`src/inversive_congruential_prng_defines.svh`:
```
// ----------------------------------------------------------------------------
// Inversive congruential PRNG - assertion macros
// Concurrent check helpers; compiled out when NO_ASSERTIONS is defined.
// ----------------------------------------------------------------------------
`ifndef INVERSIVE_CONGRUENTIAL_PRNG_DEFINES_SVH
`define INVERSIVE_CONGRUENTIAL_PRNG_DEFINES_SVH

`ifndef NO_ASSERTIONS

// same-cycle implication
`define ICG_ASSERT_IMPL(label, clk, rst_n, ante, cons) \
  label: assert property (@(posedge clk) disable iff (!rst_n) (ante) |-> (cons)) \
    else $error("icg: same-cycle check failed");

// next-cycle implication
`define ICG_ASSERT_NEXT(label, clk, rst_n, ante, cons) \
  label: assert property (@(posedge clk) disable iff (!rst_n) (ante) |=> (cons)) \
    else $error("icg: next-cycle check failed");

`else

`define ICG_ASSERT_IMPL(label, clk, rst_n, ante, cons)
`define ICG_ASSERT_NEXT(label, clk, rst_n, ante, cons)

`endif

`endif

```
`src/icg_pkg.sv`:
```
// ----------------------------------------------------------------------------
// icg_pkg
// Shared types and constants of the inversive congruential PRNG.
// ----------------------------------------------------------------------------
package icg_pkg;

  localparam int ICG_WIDTH   = 32;
  localparam int ICG_SEED_W  = 32;
  localparam int ICG_VALUE_W = 32;

  localparam logic [63:0] MULT_RESET = 64'd1;
  localparam logic [63:0] INCR_RESET = 64'd1;
  localparam logic [63:0] MOD_RESET  = 64'd2147483647;

  typedef enum logic {
    OP_NEXT = 1'b0,
    OP_LOAD = 1'b1
  } opcode_t;

  typedef enum logic [1:0] {
    REG_MULT = 2'd0,
    REG_INCR = 2'd1,
    REG_MOD  = 2'd2
  } cfg_reg_t;

  typedef enum logic [3:0] {
    ST_IDLE,
    ST_RED_SEED,
    ST_RED_A,
    ST_RED_C,
    ST_RED_X,
    ST_EUC_CHK,
    ST_EUC_DIV,
    ST_EUC_UPD,
    ST_MUL,
    ST_FIN,
    ST_DONE
  } eng_state_t;

  // controls for the bit-serial divider
  typedef struct packed {
    logic load;
    logic step;
  } div_ctrl_t;

  // controls for the Horner multiply-mod unit
  typedef struct packed {
    logic clear;
    logic dbl;
    logic add;
    logic bit_in;
  } hrn_ctrl_t;

endpackage

```
`src/icg_in_if.sv`:
```
// ----------------------------------------------------------------------------
// icg_in_if
// Request channel: opcode and seed with valid/ready handshake.
// ----------------------------------------------------------------------------
interface icg_in_if import icg_pkg::*; ();
  logic                  valid;
  logic                  ready;
  logic                  opcode;
  logic [ICG_SEED_W-1:0] seed_value;

  modport source (output valid, output opcode, output seed_value, input ready);
  modport sink   (input valid, input opcode, input seed_value, output ready);
endinterface

```
`src/icg_out_if.sv`:
```
// ----------------------------------------------------------------------------
// icg_out_if
// Result channel: generated value with valid/ready handshake.
// ----------------------------------------------------------------------------
interface icg_out_if import icg_pkg::*; ();
  logic                   valid;
  logic                   ready;
  logic [ICG_VALUE_W-1:0] value;

  modport source (output valid, output value, input ready);
  modport sink   (input valid, input value, output ready);
endinterface

```
`src/inversive_congruential_prng.sv`:
```
// ----------------------------------------------------------------------------
// inversive_congruential_prng
// Inversive congruential generator: x <- (a * inv(x) + c) mod m per request.
// ----------------------------------------------------------------------------
// One request is in flight at a time; a finished value waits in the output
// register while the next request is taken. The length of a next request
// grows with the number of Euclid division rounds for (m, x). The
// bit-serial divider and multiply-mod unit handle one quotient or
// multiplier bit at a time. A modulus below two returns 0. Registers
// multiplier, increment and modulus sit at APB byte offsets 0, 4, 8
// (8-byte stride when WIDTH exceeds 32) and should be written only while
// no request is outstanding.
`include "inversive_congruential_prng_defines.svh"

module inversive_congruential_prng import icg_pkg::*; #(
  parameter  int WIDTH  = ICG_WIDTH,
  localparam int CFG_DW = (WIDTH > 32) ? 64 : 32,
  localparam int CFG_LG = (WIDTH > 32) ? 3 : 2,
  localparam int CFG_AW = CFG_LG + 2
) (
  input  logic              clk,
  input  logic              rst_n,
  icg_in_if.sink            in_if,
  icg_out_if.source         out_if,
  input  logic              psel,
  input  logic              penable,
  input  logic              pwrite,
  input  logic [CFG_AW-1:0] paddr,
  input  logic [CFG_DW-1:0] pwdata,
  output logic [CFG_DW-1:0] prdata,
  output logic              pready
);

  logic [WIDTH-1:0]       mult_r;
  logic [WIDTH-1:0]       incr_r;
  logic [WIDTH-1:0]       mod_r;
  cfg_reg_t               cfg_idx;
  logic                   cfg_wr;

  logic                   eng_idle;
  logic                   eng_done;
  logic [WIDTH-1:0]       eng_value;
  logic                   start;
  logic                   out_free;
  logic                   out_valid_r, out_valid_nxt;
  logic [ICG_VALUE_W-1:0] value_r, value_nxt;

  // configuration registers
  assign pready  = 1'b1;
  assign cfg_idx = cfg_reg_t'(paddr[CFG_AW-1:CFG_LG]);
  assign cfg_wr  = psel && penable && pwrite;

  always_ff @(posedge clk) begin
    if (!rst_n) begin
      mult_r <= WIDTH'(MULT_RESET);
      incr_r <= WIDTH'(INCR_RESET);
      mod_r  <= WIDTH'(MOD_RESET);
    end else if (cfg_wr) begin
      case (cfg_idx)
        REG_MULT: mult_r <= pwdata[WIDTH-1:0];
        REG_INCR: incr_r <= pwdata[WIDTH-1:0];
        REG_MOD:  mod_r  <= pwdata[WIDTH-1:0];
        default: begin
          mod_r <= mod_r;
        end
      endcase
    end
  end

  always_comb begin
    case (cfg_idx)
      REG_MULT: prdata = CFG_DW'(mult_r);
      REG_INCR: prdata = CFG_DW'(incr_r);
      REG_MOD:  prdata = CFG_DW'(mod_r);
      default:  prdata = '0;
    endcase
  end

  // request side
  assign in_if.ready = eng_idle;
  assign start       = in_if.valid && eng_idle;
  assign out_free    = !out_valid_r || out_if.ready;

  icg_engine #(.WIDTH(WIDTH)) u_eng (
    .clk        (clk),
    .rst_n      (rst_n),
    .start_i    (start),
    .load_i     (in_if.opcode == OP_LOAD),
    .seed_i     (WIDTH'(in_if.seed_value)),
    .a_i        (mult_r),
    .c_i        (incr_r),
    .m_i        (mod_r),
    .out_free_i (out_free),
    .idle_o     (eng_idle),
    .done_o     (eng_done),
    .value_o    (eng_value)
  );

  // output register
  always_comb begin
    out_valid_nxt = out_valid_r;
    value_nxt     = value_r;
    if (eng_done) begin
      out_valid_nxt = 1'b1;
      value_nxt     = ICG_VALUE_W'(eng_value);
    end else if (out_if.ready) begin
      out_valid_nxt = 1'b0;
    end
  end

  always_ff @(posedge clk) begin
    if (!rst_n) begin
      out_valid_r <= 1'b0;
    end else begin
      out_valid_r <= out_valid_nxt;
    end
  end

  always_ff @(posedge clk) begin
    value_r <= value_nxt;
  end

  assign out_if.valid = out_valid_r;
  assign out_if.value = value_r;

  `ICG_ASSERT_NEXT(a_one_in_flight, clk, rst_n, in_if.valid && in_if.ready, !in_if.ready)

endmodule

```
`src/icg_divser.sv`:
```
// ----------------------------------------------------------------------------
// icg_divser
// Bit-serial restoring divider: one quotient bit per step, MSB first.
// ----------------------------------------------------------------------------
`include "inversive_congruential_prng_defines.svh"

module icg_divser import icg_pkg::*; #(
  parameter int WIDTH = ICG_WIDTH
) (
  input  logic             clk,
  input  logic             rst_n,
  input  div_ctrl_t        ctl_i,
  input  logic [WIDTH-1:0] dividend_i,
  input  logic [WIDTH-1:0] divisor_i,
  output logic [WIDTH-1:0] rem_o,
  output logic             qbit_o
);

  logic [WIDTH-1:0] rem_r, rem_nxt;
  logic [WIDTH-1:0] dvd_r, dvd_nxt;
  logic             qbit_r, qbit_nxt;
  logic [WIDTH:0]   cand;
  logic [WIDTH:0]   diff;

  always_comb begin
    cand     = {rem_r, dvd_r[WIDTH-1]};
    diff     = cand - {1'b0, divisor_i};
    rem_nxt  = rem_r;
    dvd_nxt  = dvd_r;
    qbit_nxt = qbit_r;
    if (ctl_i.load) begin
      rem_nxt  = '0;
      dvd_nxt  = dividend_i;
      qbit_nxt = 1'b0;
    end else if (ctl_i.step) begin
      qbit_nxt = (cand >= {1'b0, divisor_i});
      rem_nxt  = qbit_nxt ? diff[WIDTH-1:0] : cand[WIDTH-1:0];
      dvd_nxt  = {dvd_r[WIDTH-2:0], 1'b0};
    end
  end

  always_ff @(posedge clk) begin
    rem_r  <= rem_nxt;
    dvd_r  <= dvd_nxt;
    qbit_r <= qbit_nxt;
  end

  assign rem_o  = rem_r;
  assign qbit_o = qbit_r;

  // partial remainder stays below the divisor after every step
  `ICG_ASSERT_NEXT(a_rem_below_divisor, clk, rst_n, ctl_i.step, rem_r < divisor_i)

endmodule

```
`src/icg_horner.sv`:
```
// ----------------------------------------------------------------------------
// icg_horner
// Serial multiply-mod: acc = 2*acc mod m, then acc += addend mod m per bit.
// ----------------------------------------------------------------------------
`include "inversive_congruential_prng_defines.svh"

module icg_horner import icg_pkg::*; #(
  parameter int WIDTH = ICG_WIDTH
) (
  input  logic             clk,
  input  logic             rst_n,
  input  hrn_ctrl_t        ctl_i,
  input  logic [WIDTH-1:0] addend_i,
  input  logic [WIDTH-1:0] m_i,
  output logic [WIDTH-1:0] acc_o
);

  logic [WIDTH-1:0] acc_r, acc_nxt;
  logic [WIDTH-1:0] opnd;
  logic [WIDTH:0]   sum;
  logic [WIDTH:0]   red;

  // one shared modular adder; both operands are below m
  always_comb begin
    opnd = ctl_i.dbl ? acc_r : addend_i;
    sum  = {1'b0, acc_r} + {1'b0, opnd};
    red  = (sum >= {1'b0, m_i}) ? (sum - {1'b0, m_i}) : sum;
    acc_nxt = acc_r;
    if (ctl_i.clear) begin
      acc_nxt = '0;
    end else if (ctl_i.dbl || (ctl_i.add && ctl_i.bit_in)) begin
      acc_nxt = red[WIDTH-1:0];
    end
  end

  always_ff @(posedge clk) begin
    acc_r <= acc_nxt;
  end

  assign acc_o = acc_r;

  `ICG_ASSERT_IMPL(a_acc_reduced, clk, rst_n, ctl_i.dbl || ctl_i.add, acc_r < m_i)

endmodule

```
`src/icg_engine.sv`:
```
// ----------------------------------------------------------------------------
// icg_engine
// Sequencer and state for one generator step: reductions, extended Euclid,
// multiply-mod and final add, all on the shared serial units.
// ----------------------------------------------------------------------------
`include "inversive_congruential_prng_defines.svh"

module icg_engine import icg_pkg::*; #(
  parameter int WIDTH = ICG_WIDTH
) (
  input  logic             clk,
  input  logic             rst_n,
  input  logic             start_i,
  input  logic             load_i,
  input  logic [WIDTH-1:0] seed_i,
  input  logic [WIDTH-1:0] a_i,
  input  logic [WIDTH-1:0] c_i,
  input  logic [WIDTH-1:0] m_i,
  input  logic             out_free_i,
  output logic             idle_o,
  output logic             done_o,
  output logic [WIDTH-1:0] value_o
);

  localparam int CW = $clog2(WIDTH + 1);

  eng_state_t       state_r, state_nxt;
  logic [CW-1:0]    cnt_r, cnt_nxt;
  logic             phase_r, phase_nxt;
  logic [WIDTH-1:0] cur_r, cur_nxt;
  logic [WIDTH-1:0] a_r, a_nxt;
  logic [WIDTH-1:0] c_r, c_nxt;
  logic [WIDTH-1:0] rp_r, rp_nxt;
  logic [WIDTH-1:0] rc_r, rc_nxt;
  logic [WIDTH-1:0] sp_r, sp_nxt;
  logic [WIDTH-1:0] sc_r, sc_nxt;
  logic [WIDTH-1:0] inv_r, inv_nxt;

  div_ctrl_t        div_ctl;
  hrn_ctrl_t        hrn_ctl;
  logic [WIDTH-1:0] dividend;
  logic [WIDTH-1:0] divisor;
  logic [WIDTH-1:0] div_rem;
  logic             div_qbit;
  logic [WIDTH-1:0] addend;
  logic [WIDTH-1:0] hrn_acc;

  logic             red_end;
  logic             ser_end;
  logic             m_small;
  logic [WIDTH:0]   sub_d;
  logic [WIDTH:0]   sub_res;
  logic [WIDTH:0]   fin_s;
  logic [WIDTH:0]   fin_res;

  icg_divser #(.WIDTH(WIDTH)) u_div (
    .clk        (clk),
    .rst_n      (rst_n),
    .ctl_i      (div_ctl),
    .dividend_i (dividend),
    .divisor_i  (divisor),
    .rem_o      (div_rem),
    .qbit_o     (div_qbit)
  );

  icg_horner #(.WIDTH(WIDTH)) u_hrn (
    .clk      (clk),
    .rst_n    (rst_n),
    .ctl_i    (hrn_ctl),
    .addend_i (addend),
    .m_i      (m_i),
    .acc_o    (hrn_acc)
  );

  assign red_end = (cnt_r == CW'(WIDTH));
  assign ser_end = phase_r && (cnt_r == CW'(WIDTH - 1));
  assign m_small = (m_i < WIDTH'(2));

  // next state
  always_comb begin
    state_nxt = state_r;
    case (state_r)
      ST_IDLE: begin
        if (start_i) begin
          if (m_small) state_nxt = ST_DONE;
          else if (load_i) state_nxt = ST_RED_SEED;
          else state_nxt = ST_RED_A;
        end
      end
      ST_RED_SEED: if (red_end) state_nxt = ST_DONE;
      ST_RED_A:    if (red_end) state_nxt = ST_RED_C;
      ST_RED_C:    if (red_end) state_nxt = ST_RED_X;
      ST_RED_X:    if (red_end) state_nxt = ST_EUC_CHK;
      ST_EUC_CHK:  state_nxt = (rc_r == '0) ? ST_MUL : ST_EUC_DIV;
      ST_EUC_DIV:  if (ser_end) state_nxt = ST_EUC_UPD;
      ST_EUC_UPD:  state_nxt = ST_EUC_CHK;
      ST_MUL:      if (ser_end) state_nxt = ST_FIN;
      ST_FIN:      state_nxt = ST_DONE;
      ST_DONE:     if (out_free_i) state_nxt = ST_IDLE;
      default:     state_nxt = ST_IDLE;
    endcase
  end

  // unit controls and handshake outputs
  always_comb begin
    div_ctl  = '0;
    hrn_ctl  = '0;
    dividend = rp_r;
    divisor  = m_i;
    addend   = a_r;
    idle_o   = 1'b0;
    done_o   = 1'b0;
    case (state_r)
      ST_IDLE: begin
        idle_o       = 1'b1;
        div_ctl.load = start_i;
        dividend     = load_i ? seed_i : a_i;
      end
      ST_RED_SEED, ST_RED_X: begin
        div_ctl.step = !red_end;
      end
      ST_RED_A: begin
        div_ctl.step = !red_end;
        div_ctl.load = red_end;
        dividend     = c_i;
      end
      ST_RED_C: begin
        div_ctl.step = !red_end;
        div_ctl.load = red_end;
        dividend     = cur_r;
      end
      ST_EUC_CHK: begin
        hrn_ctl.clear = 1'b1;
        div_ctl.load  = (rc_r != '0);
        dividend      = rp_r;
      end
      ST_EUC_DIV: begin
        divisor        = rc_r;
        div_ctl.step   = !phase_r;
        addend         = sc_r;
        hrn_ctl.dbl    = !phase_r;
        hrn_ctl.add    = phase_r;
        hrn_ctl.bit_in = div_qbit;
      end
      ST_MUL: begin
        addend         = a_r;
        hrn_ctl.dbl    = !phase_r;
        hrn_ctl.add    = phase_r;
        hrn_ctl.bit_in = inv_r[WIDTH-1];
      end
      ST_DONE: begin
        done_o = out_free_i;
      end
      default: begin
        done_o = 1'b0;
      end
    endcase
  end

  // s_prev - q*s_cur mod m, and prod + c mod m
  always_comb begin
    sub_d   = {1'b0, sp_r} - {1'b0, hrn_acc};
    sub_res = sub_d[WIDTH] ? (sub_d + {1'b0, m_i}) : sub_d;
    fin_s   = {1'b0, hrn_acc} + {1'b0, c_r};
    fin_res = (fin_s >= {1'b0, m_i}) ? (fin_s - {1'b0, m_i}) : fin_s;
  end

  // datapath and counters
  always_comb begin
    cur_nxt = cur_r;
    a_nxt   = a_r;
    c_nxt   = c_r;
    rp_nxt  = rp_r;
    rc_nxt  = rc_r;
    sp_nxt  = sp_r;
    sc_nxt  = sc_r;
    inv_nxt = inv_r;

    if (state_nxt != state_r) begin
      cnt_nxt   = '0;
      phase_nxt = 1'b0;
    end else if (state_r == ST_EUC_DIV || state_r == ST_MUL) begin
      cnt_nxt   = phase_r ? cnt_r + CW'(1) : cnt_r;
      phase_nxt = !phase_r;
    end else begin
      cnt_nxt   = cnt_r + CW'(1);
      phase_nxt = 1'b0;
    end

    case (state_r)
      ST_IDLE: begin
        if (start_i && m_small) cur_nxt = '0;
      end
      ST_RED_SEED: if (red_end) cur_nxt = div_rem;
      ST_RED_A:    if (red_end) a_nxt = div_rem;
      ST_RED_C:    if (red_end) c_nxt = div_rem;
      ST_RED_X: begin
        if (red_end) begin
          rp_nxt = m_i;
          rc_nxt = div_rem;
          sp_nxt = '0;
          sc_nxt = WIDTH'(1);
        end
      end
      ST_EUC_CHK: begin
        if (rc_r == '0) inv_nxt = sp_r;
      end
      ST_EUC_UPD: begin
        rp_nxt = rc_r;
        rc_nxt = div_rem;
        sp_nxt = sc_r;
        sc_nxt = sub_res[WIDTH-1:0];
      end
      ST_MUL: begin
        if (phase_r) inv_nxt = {inv_r[WIDTH-2:0], 1'b0};
      end
      ST_FIN: cur_nxt = fin_res[WIDTH-1:0];
      default: begin
        cur_nxt = cur_r;
      end
    endcase
  end

  always_ff @(posedge clk) begin
    if (!rst_n) begin
      state_r <= ST_IDLE;
      cnt_r   <= '0;
      phase_r <= 1'b0;
      cur_r   <= '0;
    end else begin
      state_r <= state_nxt;
      cnt_r   <= cnt_nxt;
      phase_r <= phase_nxt;
      cur_r   <= cur_nxt;
    end
  end

  always_ff @(posedge clk) begin
    a_r   <= a_nxt;
    c_r   <= c_nxt;
    rp_r  <= rp_nxt;
    rc_r  <= rc_nxt;
    sp_r  <= sp_nxt;
    sc_r  <= sc_nxt;
    inv_r <= inv_nxt;
  end

  assign value_o = cur_r;

  `ICG_ASSERT_IMPL(a_divisor_nonzero, clk, rst_n, state_r == ST_EUC_DIV, rc_r != '0)
  `ICG_ASSERT_NEXT(a_coef_reduced, clk, rst_n, state_r == ST_EUC_UPD, sc_r < m_i)
  `ICG_ASSERT_NEXT(a_done_to_idle, clk, rst_n, done_o, state_r == ST_IDLE)

endmodule

```
`src/flat_wrapper.sv`:
```
// flat-port wrapper written by rule: the top's interface ports become plain ports
module inversive_congruential_prng_flat import icg_pkg::*;
#(
  parameter  int WIDTH  = ICG_WIDTH,
  localparam int CFG_DW = (WIDTH > 32) ? 64 : 32,
  localparam int CFG_LG = (WIDTH > 32) ? 3 : 2,
  localparam int CFG_AW = CFG_LG + 2
)
  (clk, rst_n, psel, penable, pwrite, paddr, pwdata, prdata, pready, in_if_valid, in_if_opcode, in_if_seed_value, in_if_ready, out_if_valid, out_if_value, out_if_ready);
  icg_in_if in_if_i ();
  icg_out_if out_if_i ();
  input  logic clk;
  input  logic rst_n;
  input  logic psel;
  input  logic penable;
  input  logic pwrite;
  input  logic [CFG_AW-1:0] paddr;
  input  logic [CFG_DW-1:0] pwdata;
  output logic [CFG_DW-1:0] prdata;
  output logic pready;
  input wire logic [$bits(in_if_i.valid)-1:0] in_if_valid;
  input wire logic [$bits(in_if_i.opcode)-1:0] in_if_opcode;
  input wire logic [$bits(in_if_i.seed_value)-1:0] in_if_seed_value;
  output wire logic [$bits(in_if_i.ready)-1:0] in_if_ready;
  output wire logic [$bits(out_if_i.valid)-1:0] out_if_valid;
  output wire logic [$bits(out_if_i.value)-1:0] out_if_value;
  input wire logic [$bits(out_if_i.ready)-1:0] out_if_ready;
  assign in_if_i.valid = in_if_valid;
  assign in_if_i.opcode = in_if_opcode;
  assign in_if_i.seed_value = in_if_seed_value;
  assign in_if_ready = in_if_i.ready;
  assign out_if_valid = out_if_i.valid;
  assign out_if_value = out_if_i.value;
  assign out_if_i.ready = out_if_ready;
  inversive_congruential_prng #(.WIDTH(WIDTH)) u_core (.clk(clk), .rst_n(rst_n), .in_if(in_if_i), .out_if(out_if_i), .psel(psel), .penable(penable), .pwrite(pwrite), .paddr(paddr), .pwdata(pwdata), .prdata(prdata), .pready(pready));
endmodule
```
`config.mk`:
```
export PLATFORM = sky130hd
export DESIGN_NAME = inversive_congruential_prng_flat
export DESIGN_NICKNAME = d
export VERILOG_FILES = /design/src/icg_pkg.sv /design/src/icg_in_if.sv /design/src/icg_out_if.sv /design/src/inversive_congruential_prng.sv /design/src/icg_divser.sv /design/src/icg_horner.sv /design/src/icg_engine.sv /design/src/flat_wrapper.sv
export VERILOG_INCLUDE_DIRS = /design/src /design/src/src
export SDC_FILE = /design/constraint.sdc
export NUM_CORES = 1
export LEC_CHECK = 0
export ABC_AREA = 1
export BUFFER_PORTS_ARGS = -buffer_cell sky130_fd_sc_hd__buf_2
export CORE_ASPECT_RATIO = 2
export CORE_MARGIN = 1
export CORE_UTILIZATION = 50
export CTS_CLUSTER_DIAMETER = 150
export DETAILED_ROUTE_END_ITERATION = 10
export GPL_TIMING_DRIVEN = 0
export PLACE_DENSITY = 0.69
export SKIP_CTS_REPAIR_TIMING = 1
export SYNTH_ARGS = -nofsm -noshare
export SYNTH_HDL_FRONTEND = slang
export SYNTH_SLANG_ARGS = --single-unit
```
`constraint.sdc`:
```
create_clock -name clk -period 4.35 [get_ports clk]
set_input_delay 0.2175 -clock clk [delete_from_list [all_inputs] [get_ports clk]]
set_output_delay 0.2175 -clock clk [all_outputs]
set_load 0.02 [all_outputs]
```
==> results_dict.tcl <==
set metrics [dict create \
    wl_per_cell_um 25.7 \
    ys.flop_type "edfxtp_1" \
    syn_nets 5809 \
    drive_gt1_frac 0.142 \
    worstHoldPathCells 5 \
    grt_pass1_wl_um 241000 \
    antenna_found_initial 10 \
    nFillCells 7092 \
    synthCells 5501 \
    cpMostUsedCell "nand2_4" \
    grt_pass1_vias 37553 \
    netlist_area_um2 37200 \
    clkTransAtPathRegs_ps 70 \
    slew_viol_final 0 \
    clock-root-buffer "clkbuf_16" \
    syn_to_final_growth_pct 19.1 \
    fp.coreArea_um2 73700 \
    ant_nets 0 \
    cts_buffer_depth 3 \
    multi_input_area_um2 22900 \
    cts_made_buffers 45 \
    async_flop_share 0 \
    reg2reg_depth 33 \
    hold_class "input port to flip-flop" \
    grt_busiest_layer "met2" \
    rows 141 \
    clock_sinks 493 \
    cpPeakStageDelay_ps 430 \
    fmax_mhz 185 \
    drt-total-wl_um 174000 \
    timing.final.crit_share 1.24 \
    avgSynthCellArea_um2 6.75 \
    finalSetupViolCount 45 \
    die-height_um 388 \
    layout_common_cells "nand2_1, inv_1, nor2_1" \
    drcViolationCount 0 \
    final_common_cell "nand2_1" \
    critical_path.max_fanout 7 \
    grtUsageTotal 0.445 \
    setup.worst_path.class "flip-flop to flip-flop" \
    grt_max_degree 66 \
    worstMarginPinSlew_ps 1220 \
    fin_worst_skew_ps 67.2 \
    die_area_um2 75500 \
    dp_hpwl_um 138000 \
    synth_cell_types 48 \
    grt_overflow 0 \
    yosysTopAreaCell "edfxtp_1" \
    via_count 39701 \
    drt-vias-per-instance 5.85 \
    yosys_warnings 0 \
    synth_area_leaders "edfxtp_1, nand2_1, dfxtp_1, inv_1, ha_1" \
    power_mw 17.9 \
    critPathLaunchType "flip-flop" \
    ys_seq_area_frac 0.343 \
    setup_slack_ps -1060 \
    ys_ff_latch 493 \
    arrival_ps 5900 \
    initial_utilization 0.504 \
    power_density_nw_per_um2 404 \
    r2r_slack_ps -1060 \
    use_met2 0.729 \
    cp_slowest_cell "nor2_4" \
    die_w_um 195 \
    insertion_delay_ps 670 \
    worst_ep_required_time_ps 4840 \
    worstSetupEndpointType "flip-flop" \
    drt_iter0_drc 3488 \
    use_met3 0.0782 \
    synth_top_area_frac 0.233 \
    gp_congestion 1.13 \
    holdWs_ps -5.50 \
    leakage_nw 19.9 \
    regArea_um2 12800 \
    first_pass_iters 6 \
    rsz0062_at_grt "true" \
    min_period_ps 5410 \
    final_nets 6125 \
    cts-htree-levels 2 \
    cts_tree "done" \
    ios 143 \
    outcome "complete, but fails checks" \
    met1_usage 0.442 \
    hold_viol_final 2 \
    final_util 0.600 \
    vdd_drop_max_mv 0.390 \
    slew-limit-headroom 0.182 \
    synth_enable_flop_cells 288 \
    drv_cap 0 \
    portBuffers 139 \
    violations "negative hold slack, negative setup slack" \
]
## routing by layer
layer  wire length (µm)  part of all wire  vias to the layer above
met2              79500              0.46                     2030
met5                131           0.00075                        -
li1                   -                 -                    18671
met1              56300              0.32                    18215
met3              13400             0.077                      775
met4              25200              0.14                       10
## where the power goes
part	internal, mW	switching (mW)	total, mW	leakage, nW
sequential	5.26	0.580	5.84	4.22
clock	2.31	2.03	4.34	0.770
combinational	2.64	5.04	7.68	15.0
total	10.2	7.65	17.9	19.9
## synth_stat cells, types with 2 or more instances
master     instances
a21boi_0           7
nand3b_1          23
xor2_1            85
o21bai_1          29
o211ai_1         108
clkbuf_1         103
o2111ai_1         34
o221ai_1          34
o21a_1             6
dfxtp_1          205
nand2b_1           2
nand4_1           83
nor3b_1            3
inv_2             11
buf_4             13
edfxtp_1         288
a21oi_1          374
nor2_2             3
a31oi_1            8
o21ai_0          313
inv_1            785
ha_1             225
nor4_1            11
or2_2              9
fa_1               7
buf_2             28
nand3_2            4
nor2_1           534
buf_1             20
nor3_1            44
nand3_1          314
a21o_1            13
nor2_4             3
a211oi_1           5
a31o_2             2
o21ai_1           10
and2_1             7
nand2_2            3
nand2_1         1695
xnor2_1           41
o21ai_2            2
## worst paths after layout
kind	startpoint	endpoint
max	u_core.u_eng.state_r[0]	u_core.u_eng.u_hrn.acc_o[12]
min	in_if_seed_value[23]	u_core.u_eng.u_div.dvd_r[23]
max reg2reg	u_core.u_eng.state_r[0]	u_core.u_eng.u_hrn.acc_o[12]
min reg2reg	u_core.u_eng.value_o[1]	u_core.out_if.value[1]
## critical path: cells and delay by family (launching register included)
family	cells	cell delay (ps)
AOI/OAI and AO/OA	4	610
buffers and inverters	8	1030
and+or+nand+nor	18	2340
DFF	1	320
xor gates and xnor gates	1	210
adders and majority gates	2	710
## cells by family after synthesis
| logic type | share of synthesized area |
|---|---|
| compound gates | 0.147 |
| fa+ha+maj | 0.0795 |
| buf+inv | 0.0995 |
| other cells | 0.000101 |
| xor+xnor | 0.0297 |
| flops | 0.343 |
| simple gates | 0.301 |
## registers in the layout, summed over array words and instances, names as in the netlist
register	count
u_core.u_eng.state_r	4
u_core.mod_r	32
u_core.u_eng.phase_r	1
u_core.u_eng.sp_r	32
u_core.u_eng.u_div.qbit_o	1
u_core.u_eng.u_div.rem_o	32
u_core.u_eng.u_hrn.acc_o	32
u_core.u_eng.value_o	32
u_core.u_eng.u_div.dvd_r	32
u_core.u_eng.sc_r	32
u_core.u_eng.cnt_r	6
u_core.mult_r	32
u_core.incr_r	32
u_core.u_eng.rp_r	32
u_core.u_eng.inv_r	32
u_core.out_if.valid	1
u_core.out_if.value	32
u_core.u_eng.rc_r	32
u_core.u_eng.c_r	32
u_core.u_eng.a_r	32
## cell type report
type	count	share of cell area
tap	929	0.0263
inverter	798	0.0686
clock inverter	27	0.00777
sequential	493	0.289
antenna	6	0.000339
multi-input combinational	4047	0.518
buffer	164	0.0189
timing repair buffer	268	0.0432
clock buffer	57	0.0281
## metrics by stage
| step | setup WS, ps | instance area [µm²] | instances | setup TNS (ps) |
|---|---|---|---|---|
| 2_1_floorplan | 0.371 | 37300 | 5501 | 0 |
| 5_1_grt | -1280 | 44300 | 6785 | -45090 |
| 3_5_place_dp | -2190 | 39200 | 6571 | -92970 |
| 3_3_place_gp | -2150 | 39100 | 6569 | -233900 |
| 4_1_cts | -2280 | 40800 | 6655 | -95990 |
| 6_report | -1060 | 44300 | 6789 | -34360 |
No activity file was read; power rests on OpenSTA's default activity.
